$ cat config.mk
export PLATFORM = sky130hd
export DESIGN_NAME = dpxc_ram
export DESIGN_NICKNAME = d
export VERILOG_FILES = /design/src/rtl/assert_macros.svh /design/src/rtl/dpxc_ram.sv
export SDC_FILE = /design/constraint.sdc
export NUM_CORES = 1
export LEC_CHECK = 0
export CAP_MARGIN = 25
export CORE_MARGIN = 10
export CORE_UTILIZATION = 65
export DETAILED_ROUTE_END_ITERATION = 8
export DONT_BUFFER_PORTS = 1
export GPL_TIMING_DRIVEN = 0
export HOLD_SLACK_MARGIN = 0.15
export PLACE_DENSITY = 0.82
export SYNTH_ARGS = -nofsm -noshare
export SYNTH_HDL_FRONTEND = slang
export SYNTH_SLANG_ARGS = --single-unit
export TNS_END_PERCENT = 1
$ cat constraint.sdc
create_clock -name i_clk -period 3.4 [get_ports i_clk]
set_input_delay 0 -clock i_clk [delete_from_list [all_inputs] [get_ports i_clk]]
set_output_delay 0 -clock i_clk [all_outputs]
set_load 0.05 [all_outputs]
$ cat src/rtl/assert_macros.svh
// assertion macros shared by the correlator rtl
// no dependencies; compiled out when SYNTH is defined
`ifndef ASSERT_MACROS_SVH
`define ASSERT_MACROS_SVH

`ifndef SYNTH

// same-cycle implication
`define DPXC_ASSERT_IMP(lbl, clk, rst_n, ante, cons, msg) \
    lbl: assert property (@(posedge clk) disable iff (!rst_n) (ante) |-> (cons)) \
        else $error(msg);

// next-cycle implication
`define DPXC_ASSERT_NXT(lbl, clk, rst_n, ante, cons, msg) \
    lbl: assert property (@(posedge clk) disable iff (!rst_n) (ante) |=> (cons)) \
        else $error(msg);

`else

`define DPXC_ASSERT_IMP(lbl, clk, rst_n, ante, cons, msg)
`define DPXC_ASSERT_NXT(lbl, clk, rst_n, ante, cons, msg)

`endif

`endif

$ cat src/rtl/dpxc_ram.sv
// generic simple dual-port ram, one write and one registered read port
// no dependencies
module dpxc_ram #(
    parameter int WIDTH = 8,
    parameter int DEPTH = 16,
    localparam int AW = (DEPTH > 1) ? $clog2(DEPTH) : 1
) (
    input  logic             i_clk,
    input  logic             i_we,
    input  logic [AW-1:0]    i_waddr,
    input  logic [WIDTH-1:0] i_wdata,
    input  logic [AW-1:0]    i_raddr,
    output logic [WIDTH-1:0] o_rdata
);

    logic [WIDTH-1:0] r_mem [DEPTH];

    always_ff @(posedge i_clk) begin
        if (i_we) begin
            r_mem[i_waddr] <= i_wdata;
        end
        o_rdata <= r_mem[i_raddr];
    end

endmodule

==> results of run 1 <==
==> final cells by class <==
type,count,area [um2],area share (%)
Buffer,10,86.3,1.40
Clock inverter,12,175,2.85
Timing Repair Buffer,29,270,4.39
Multi-Input combinational cell,83,1060,17.2
Sequential cell,136,4000,65.0
Tap cell,102,128,2.07
Clock buffer,20,435,7.07
==> report_power, final <==
| group | leakage [nW] | switching, W | internal (W) | total [W] |
|---|---|---|---|---|
| sequential | 1.22 | 0.0000519 | 0.00188 | 0.00193 |
| combinational | 0.542 | 0.000101 | 0.0000817 | 0.000182 |
| clock | 0.291 | 0.000668 | 0.00121 | 0.00188 |
==> state kept, by name, indices dropped and copies added (netlist names) <==
name     count
o_rdata      8
r_mem      128
==> cell usage in the layout, fill, tap and decap left out <==
| cell type | instances |
|---|---|
| a22oi_1 | 16 |
| and2_1 | 1 |
| and2b_1 | 1 |
| buf_2 | 7 |
| buf_4 | 1 |
| buf_6 | 3 |
| bufinv_16 | 4 |
| clkbuf_1 | 2 |
| clkbuf_16 | 16 |
| clkbuf_8 | 2 |
| clkdlybuf4s25_2 | 3 |
| clkinv_2 | 3 |
| clkinv_4 | 1 |
| clkinvlp_4 | 3 |
| dfxtp_1 | 8 |
| dlygate4sd3_1 | 25 |
| edfxtp_1 | 128 |
| inv_6 | 1 |
| mux4_1 | 14 |
| mux4_2 | 18 |
| nand2_1 | 9 |
| nand2b_1 | 2 |
| nand3_1 | 1 |
| nand3b_1 | 2 |
| nor2_1 | 13 |
| nor2b_1 | 1 |
| nor3_1 | 4 |
| or3b_2 | 1 |
==> layer usage <==
metal	up-vias	track usage (%)	wire (um)
met1	1283	26.7	4160
met2	165	27.6	5030
met5	-	0	7
met3	22	6.61	1120
li1	1071	-	-
met4	2	7.16	164
==> metrics by stage <==
stage	hold slack [ns]	area, um2	setup slack (ns)
after global routing	0.188	6160	0.918
after CTS	0.157	6160	0.983
after detailed placement	0.100	5300	1.60
final	0.167	6160	0.984
after global placement	0.100	5280	1.51
after floorplan	0.0989	5150	1.91
==> logic make-up (layout without fill, tap and decap cells) <==
kind of cell / Yosys count / in the layout
compound gates: 16 / 16
buf+inv: 10 / 71
flops: 136 / 136
mux: 32 / 32
simple gates: 35 / 35
==> what timing repair did <==
item	4_1_cts	5_1_grt
setup buffers	0	0
hold endpoints to repair	264	0
hold buffers	25	0
==> worst max-delay path by stage <==
stage / endpoint / slack, ns / cells after the start
after floorplan: r_mem[0][0] / 1.91 / 2
after global placement: r_mem[0][7] / 1.51 / 2
after detailed placement: r_mem[0][7] / 1.60 / 3
after CTS: o_rdata[0] / 0.98 / 5
after global routing: o_rdata[7] / 0.92 / 8
final: o_rdata[0] / 0.98 / 5
==> worst reg2reg max path, stage by stage, from the launching register on <==
cell           delay [ns]
edfxtp_1             0.37
mux4_1               0.47
dlygate4sd3_1        0.57
a22oi_1              0.23
dlygate4sd3_1        0.59
nand2_1              0.06
==> metrics.cfg, run 1 <==
[global_routing]
groute.usage.overall_pct=19.2
grt_start_max_net_pins=17
antenna_found_initial=1
global_route.overflow_total=0
vias_in_the_first_global_route=2595
global_route_wire_length_before_repair_mm=16.1

[routing]
firstDrtPassIters=6
detailedRoute.firstIterationViolations=239
wire_per_inst_um=26.7
num_vias=2543
drt-vias-per-instance=6.49
final_antenna_net_count=0
remaining_drc_errors=0
postRouteWirelength_mm=10.5

[worst_setup_path]
reg2reg_end=o_rdata[0]
cp_data_required_time_ns=3.79
crit_path_max_incr_delay_ns=0.59
critical_path.startpoint_type=flip-flop
crit_slowest_cell=dlygate4sd3_1
crit_buf_inv=2
path_max_fanout=1
worst_ep_arrival_time_ns=2.81
critical-path-top-cell-by-count=dlygate4sd3_1
timing.reg2reg.worst_path_depth=5
worst_path_dominant_cell_family=buffers and inverters
critical_path.startpoint=r_mem[2][0]
timing_worst_setup_path_type=reg -> reg
ff2ff_setup_slack_ns=0.98
crit_chain=mux4_1 > dlygate4sd3_1 > a22oi_1 > dlygate4sd3_1 > nand2_1
reg2reg_from=r_mem[2][0]
end_kind=flip-flop

[cells_and_area]
insertedDiodeCount=0
area_growth_pct=19.6
final_nets=295
finalNonFillerCells=392
final_core_utilization_pct=79.7
num-fill-cells=379
post_route_cells_drive_above_1_share_pct=21.7

[outcome]
status=finished, final reports clean

[job]
drv.max_cap_violation_count=0

[clock_tree]
cts-resized-gates=0
root_buffer=clkbuf_8
clk-insertion-delay-late_ns=0.51
max-clock-path-buffers=2
clock_pin_slew_worst_setup_and_hold_paths_ns=0.06
cts_htree_levels=4
clock_sink_count=136
tritoncts.num_buffers=17
tritoncts_clock_tree=done

[synthesis]
largest_family_of_logic_cells_by_synthesized_area=multiplexers
count_of_flip_flops_with_a_built_in_enable_after_synthesis=128
ys.flop_type=edfxtp_1
synth_top_cell_by_area=edfxtp_1
post_synth_instance_area_um2=5150
postSynthAreaPerCell_um2=22.5
synth-compound-area-share_pct=2.33
syn_nets=247
synth_common_cells=edfxtp_1 (128), mux4_2 (18), a22oi_1 (16)
simple_gate_area_share_of_the_yosys_netlist_pct=3.18
post_synth_inst_count=229
synth-async-reset-ratio_pct=0
most_frequent_cell_after_synthesis=edfxtp_1
yosysUniqueCellTypes=19
synth_fa_ha_area_share_pct=0
synth-seq-area-share_pct=77.8
synth-xor-area-share_pct=0
synth_top_area_share_pct=74.7
synth_seq_cells=136
yosysWarnings=0
largest_cells_by_area_after_synthesis=edfxtp_1 (75%), mux4_2 (7.9%), mux4_1 (7.1%)
synth_mux_area_share_pct=15.0

[sta]
totalNegativeSetupSlack_ns=0
timing.max_slew.rel_slack_pct=47.5
finalClockSkew_ns=0.00809
rsz0062_at_grt=no
period_share_pct=71.0
finalSetupViolations=0
hold_viol=0
final.min_clock_period_ns=2.42
slew_viol_final=0
max_freq_ghz=0.414
max_slew.worst_pin.slew_ns=0.782

[floorplanning]
die_outline_area_um2=11900
floorplan.rows=32
initial_core_util_pct=66.6
io_pins=26
die_h_um=109
core_area_um2=7730
floorplan.die.width_um=109

[power]
maximum_resistive_drop_on_vdd_mv=0.552
leakage_nw=2.06
power_density_nw_per_um2=648
p_total_w=0.00399

[min_path]
hold-path-endpoint=o_rdata[2]
worst_hold_class=in -> reg
worst_hold_path.num_cells=4
holdCritStartpoint=i_raddr[3]

[place]
gp_congestion=0.698
port_buffers=0
placed_cells_incl_taps=335
hpwlAfterDp_mm=6.20

No activity file was read; power rests on OpenSTA's default activity.
==> run 2: changes to the inputs <==
CORE_UTILIZATION = 56   (was 65)
PLACE_DENSITY = 0.75   (was 0.82)
clock period = 2.1 ns   (was 3.4 ns; I/O delays follow)
==> metrics.cfg, run 2 (synthesis gave the netlist of run 1 again) <==
[cells_and_area]
finalNonFillerCells=395
most-common-layout-cells=edfxtp_1 (128), dlygate4sd3_1 (22), mux4_2 (18)
registers.top_by_ff_count=r_mem
layout_top_registers=r_mem: 128 flops, o_rdata: 8 flops
mostFrequentLayoutCell=edfxtp_1
insertedDiodeCount=0
final_nets=292
area_growth_pct=20.1
post_route_cells_drive_above_1_share_pct=21.3
largest_register_ff_count=128

[sta]
finalClockSkew_ns=0.00596
final.min_clock_period_ns=1.97
hold_ws_ns=0.189
postLayoutSetupSlackWorst_ns=0.129
finalSetupViolations=0
period_share_pct=93.9
slew_viol_final=0
max_freq_ghz=0.507
timing.max_slew.rel_slack_pct=43.4
hold_viol=0
rsz0062_at_grt=no
totalNegativeSetupSlack_ns=0
max_slew.worst_pin.slew_ns=0.846

[routing]
drt-vias-per-instance=6.21
met2WireLength_mm=4.89
remaining_drc_errors=0
firstDrtPassIters=4
final_antenna_net_count=0
detailedRoute.firstIterationViolations=182
topRoutingLayerUsed=met4
postRouteWirelength_mm=10.3
met3RoutedLength_um=509
num_vias=2452
wire_per_inst_um=26.0
wl_met1_mm=4.70

[floorplanning]
floorplan.die.width_um=116
die_outline_area_um2=13400
die_h_um=116
io_pins=26
floorplan.rows=34
core_area_um2=8850
initial_core_util_pct=58.2

[outcome]
status=finished, final reports clean

[power]
power.sequential.fraction_pct=46.9
maximum_resistive_drop_on_vdd_mv=0.651
intPower_w=0.00533
power_density_nw_per_um2=1080
p_total_w=0.00665
clock_power_share_pct=48.8
leakage_nw=2.07
power.combinational.fraction_pct=4.3
power.net_switching_w=0.00132
netSwitchingFraction_pct=19.8

[global_routing]
grt_start_max_net_pins=17
antenna_found_initial=0
global_route.overflow_total=0
vias_in_the_first_global_route=2530
global_route_wire_length_before_repair_mm=15.5
groute.usage.overall_pct=16.3

[clock_tree]
tritoncts_clock_tree=done
root_buffer=clkbuf_8
clock_pin_slew_worst_setup_and_hold_paths_ns=0.06
post_cts_setup_bufs=0
cts_hold_buffers=22
tritoncts.num_buffers=17
clk-insertion-delay-late_ns=0.51
cts-resized-gates=0
clock_sink_count=136
max-clock-path-buffers=2
cts_htree_levels=4

[worst_setup_path]
crit_buf_inv=3
crit_path_max_incr_delay_ns=0.66
timing_worst_setup_path_type=in -> reg
ff2ff_setup_slack_ns=0.29
cp_data_required_time_ns=2.32
worst_path_dominant_cell_family=buffers and inverters
crit_chain=dlygate4sd3_1 > or3b_2 > nor3_1 > dlygate4sd3_1 > buf_4
critical_path.startpoint_type=input port
crit_slowest_cell=dlygate4sd3_1
path_max_fanout=6
worst_ep_arrival_time_ns=2.19
critical-path-top-cell-by-count=dlygate4sd3_1
end_kind=flip-flop

[place]
hpwlAfterDp_mm=5.96
port_buffers=0
gp_congestion=0.703
pre_cts_slack_ns=0.546
placed_cells_incl_taps=341

[min_path]
worst_hold_class=in -> reg

[job]
drv.max_cap_violation_count=0

## run 2: layout make-up
class / count / area (um2)
Timing Repair Buffer: 26 / 248
Fill cell: 522 / 2670
Buffer: 10 / 86.3
Multi-Input combinational cell: 83 / 1060
Clock buffer: 20 / 425
Tap cell: 108 / 135
Clock inverter: 12 / 224
Sequential cell: 136 / 4000
## run 2: power by group through the flow
stage / sequential [W] / clock (W) / combinational [W]
2_1_floorplan: 0.00317 / 0 / 0.000154
3_3_place_gp: 0.00317 / 0 / 0.000202
3_5_place_dp: 0.00318 / 0 / 0.000208
4_1_cts: 0.00312 / 0.00327 / 0.000285
5_1_grt: 0.00312 / 0.00340 / 0.000305
6_report: 0.00312 / 0.00325 / 0.000284
## run 2: routing by layer
metal	track usage, %	vias up
met1	22.1	1291
met4	6.26	0
li1	-	1064
met3	4.50	15
met2	24.8	82
met5	0	-
## run 2: through the flow
stage	cell area, um2	utilization, %
global placement	5280	59.7
finish	6180	69.8
global route	6180	69.8
detailed placement	5310	60.0
CTS	6180	69.8
floorplan	5150	-
## run 2: final timing paths
kind | start | to | depth (start not counted)
max | i_waddr[2] | r_mem[0][4] | 5
min | i_raddr[0] | o_rdata[3] | 5
max reg2reg | r_mem[4][7] | o_rdata[7] | 4
min reg2reg | r_mem[8][3] | o_rdata[3] | 3
## run 2: worst reg2reg max path, cell delays in order (launching register included)
cell,delay [ns]
edfxtp_1,0.37
mux4_2,0.49
a22oi_1,0.19
dlygate4sd3_1,0.59
nand2_1,0.06
==> run 3: changes to the inputs <==
ABC_AREA = 1   (was not set)
CORE_UTILIZATION = 57   (was 56)
CTS_CLUSTER_DIAMETER = 50   (was not set)
==> metrics.cfg, run 3 <==
[synthesis]
synth-compound-area-share_pct=0
post_synth_inst_count=551
most_frequent_cell_after_synthesis=nand2_1
ys.flop_type=edfxtp_1
post_synth_instance_area_um2=5770
yosysWarnings=0
synth_top_area_share_pct=66.7
synth-xor-area-share_pct=0
syn_nets=569
synth-seq-area-share_pct=69.4
synth_seq_cells=136
synth_common_cells=nand2_1 (173), edfxtp_1 (128), inv_1 (100)
synth-async-reset-ratio_pct=0
count_of_flip_flops_with_a_built_in_enable_after_synthesis=128
simple_gate_area_share_of_the_yosys_netlist_pct=21.0
largest_family_of_logic_cells_by_synthesized_area=simple AND/OR/NAND/NOR gates
synth_mux_area_share_pct=0
yosysUniqueCellTypes=12
synth_fa_ha_area_share_pct=0
synth_top_cell_by_area=edfxtp_1
largest_cells_by_area_after_synthesis=edfxtp_1 (67%), nand2_1 (11%), nand3_1 (8.4%)
postSynthAreaPerCell_um2=10.5

[power]
power.net_switching_w=0.00149
intPower_w=0.00510
netSwitchingFraction_pct=22.6
p_total_w=0.00659
maximum_resistive_drop_on_vdd_mv=0.557
leakage_nw=2.92
power.combinational.fraction_pct=6.1
power_density_nw_per_um2=971
clock_power_share_pct=46.6
power.sequential.fraction_pct=47.3

[clock_tree]
clock_sink_count=136
post_cts_setup_bufs=0
tritoncts.num_buffers=17
root_buffer=clkbuf_8
tritoncts_clock_tree=done
clock_pin_slew_worst_setup_and_hold_paths_ns=0.06
max-clock-path-buffers=2
clk-insertion-delay-late_ns=0.53
cts_htree_levels=4

[global_routing]
groute.usage.overall_pct=20.2
global_route.overflow_total=0
gr-max-usage-layer=met2
antenna_found_initial=0
grt_util_met3_pct=5.12
grt.met1_usage_pct=24.8
vias_in_the_first_global_route=3935
grt.met2_usage_pct=32.8
grt_start_max_net_pins=17
global_route_wire_length_before_repair_mm=21.7

[floorplanning]
floorplan.die.width_um=121
die_h_um=121
floorplan.rows=36
initial_core_util_pct=58.7
io_pins=26
die_outline_area_um2=14500
core_area_um2=9820

[sta]
hold_viol=0
finalClockSkew_ns=0.00679
totalNegativeSetupSlack_ns=0
rsz0062_at_grt=no
max_slew.worst_pin.slew_ns=0.903
final.min_clock_period_ns=1.86
period_share_pct=88.4
max_freq_ghz=0.539
slew_viol_final=0
timing.max_slew.rel_slack_pct=39.6
finalSetupViolations=0
hold_ws_ns=0.507

[worst_setup_path]
worst_path_dominant_cell_family=buffers and inverters
critical_path.startpoint_type=input port
reg2reg_end=o_rdata[5]
reg2reg_from=r_mem[11][5]
crit_buf_inv=3
crit_chain=dlygate4sd3_1 > inv_1 > nand2_1 > dlygate4sd3_1 > nor2_1
critical_path.startpoint=i_waddr[0]
timing.critical_path.to=r_mem[6][2]
critical-path-top-cell-by-count=dlygate4sd3_1
timing.reg2reg.worst_path_depth=7
crit_slowest_cell=nor2_1
cp_data_required_time_ns=2.26
timing_worst_setup_path_type=in -> reg
worst_ep_arrival_time_ns=2.01
crit_path_max_incr_delay_ns=0.68
path_depth=5
path_max_fanout=8
end_kind=flip-flop
ff2ff_setup_slack_ns=0.51

[min_path]
worst_hold_path.num_cells=1
worst_hold_class=in -> reg

[cells_and_area]
mostFrequentLayoutCell=nand2_1
num-fill-cells=749
insertedDiodeCount=0
post_route_cells_drive_above_1_share_pct=9.24
registers.top_by_ff_count=r_mem
final_core_utilization_pct=69.1
area_growth_pct=17.7
layout_top_registers=r_mem: 128 flops, o_rdata: 8 flops
finalNonFillerCells=739
final_nets=611
largest_register_ff_count=128
most-common-layout-cells=nand2_1 (173), edfxtp_1 (128), inv_1 (100)
multi_input_comb_area_um2=1210
sequential_cell_area_um2=4000

[routing]
wire_per_inst_um=19.3
num_vias=4001
detailedRoute.firstIterationViolations=532
final_antenna_net_count=0
drt-vias-per-instance=5.41
postRouteWirelength_mm=14.3
remaining_drc_errors=0
firstDrtPassIters=5

[place]
placed_cells_incl_taps=684
gp_congestion=0.926
hpwlAfterDp_mm=8.81
port_buffers=0

[outcome]
status=finished, final reports clean

[job]
drv.max_cap_violation_count=0

-- run 3: cell count changes in the layout (fill, tap and decap cells not counted), sizes merged, moves of 12 or more --
cell,before,now
nand3,1,97
nand2,9,173
mux4,32,0
buf,11,23
inv,0,103
a22oi,16,0
-- run 3: layout make-up --
type / instances / area share [%]
Timing Repair Buffer: 23 / 3.39
Tap cell: 133 / 2.45
Clock buffer: 18 / 6.16
Buffer: 24 / 2.53
Clock inverter: 14 / 2.93
Inverter: 102 / 5.64
Sequential cell: 136 / 59.0
Multi-Input combinational cell: 289 / 17.9
-- run 3: logic make-up (layout without fill, tap and decap cells) --
kind of cell	after synthesis	in the layout
and+or+nand+nor	289	289
DFF	136	136
buffers and inverters	126	181
-- run 3: how the worst min path moves through the flow --
stage	start	endpoint	slack [ns]
after floorplan	i_wdata[0]	r_mem[0][0]	0.1
after global placement	i_wdata[2]	r_mem[0][2]	0.10
after detailed placement	i_wdata[2]	r_mem[1][2]	0.10
after CTS	i_wdata[2]	r_mem[4][2]	0.49
after global routing	i_wdata[2]	r_mem[3][2]	0.50
final	i_wdata[2]	r_mem[4][2]	0.51
-- run 3: routing by layer --
layer,vias to the layer above,part of all wire [%]
met5,-,0
met1,1863,38
met4,0,2.6
li1,1857,-
met3,30,11
met2,251,49
-- run 3: power by group through the flow --
| stage | clock network (W) | registers [W] | logic, W |
|---|---|---|---|
| floorplan | 0 | 0.00317 | 0.000214 |
| global placement | 0 | 0.00317 | 0.000301 |
| detailed placement | 0 | 0.00318 | 0.000307 |
| CTS | 0.00307 | 0.00312 | 0.000394 |
| global route | 0.00323 | 0.00312 | 0.000432 |
| finish | 0.00307 | 0.00312 | 0.000401 |
-- run 3: metrics by stage --
step | area (um2) | worst slack, ns
after detailed placement | 5930 | 0.767
after floorplan | 5770 | 1.15
after CTS | 6790 | 0.00842
final | 6790 | 0.243
after global placement | 5930 | 0.769
after global routing | 6790 | 0.156
-- run 3: what timing repair did --
item,CTS,global route
resized for setup,0,3
hold buffers,24,0
setup endpoints to repair,0,1
endpoints found under the hold margin,264,0
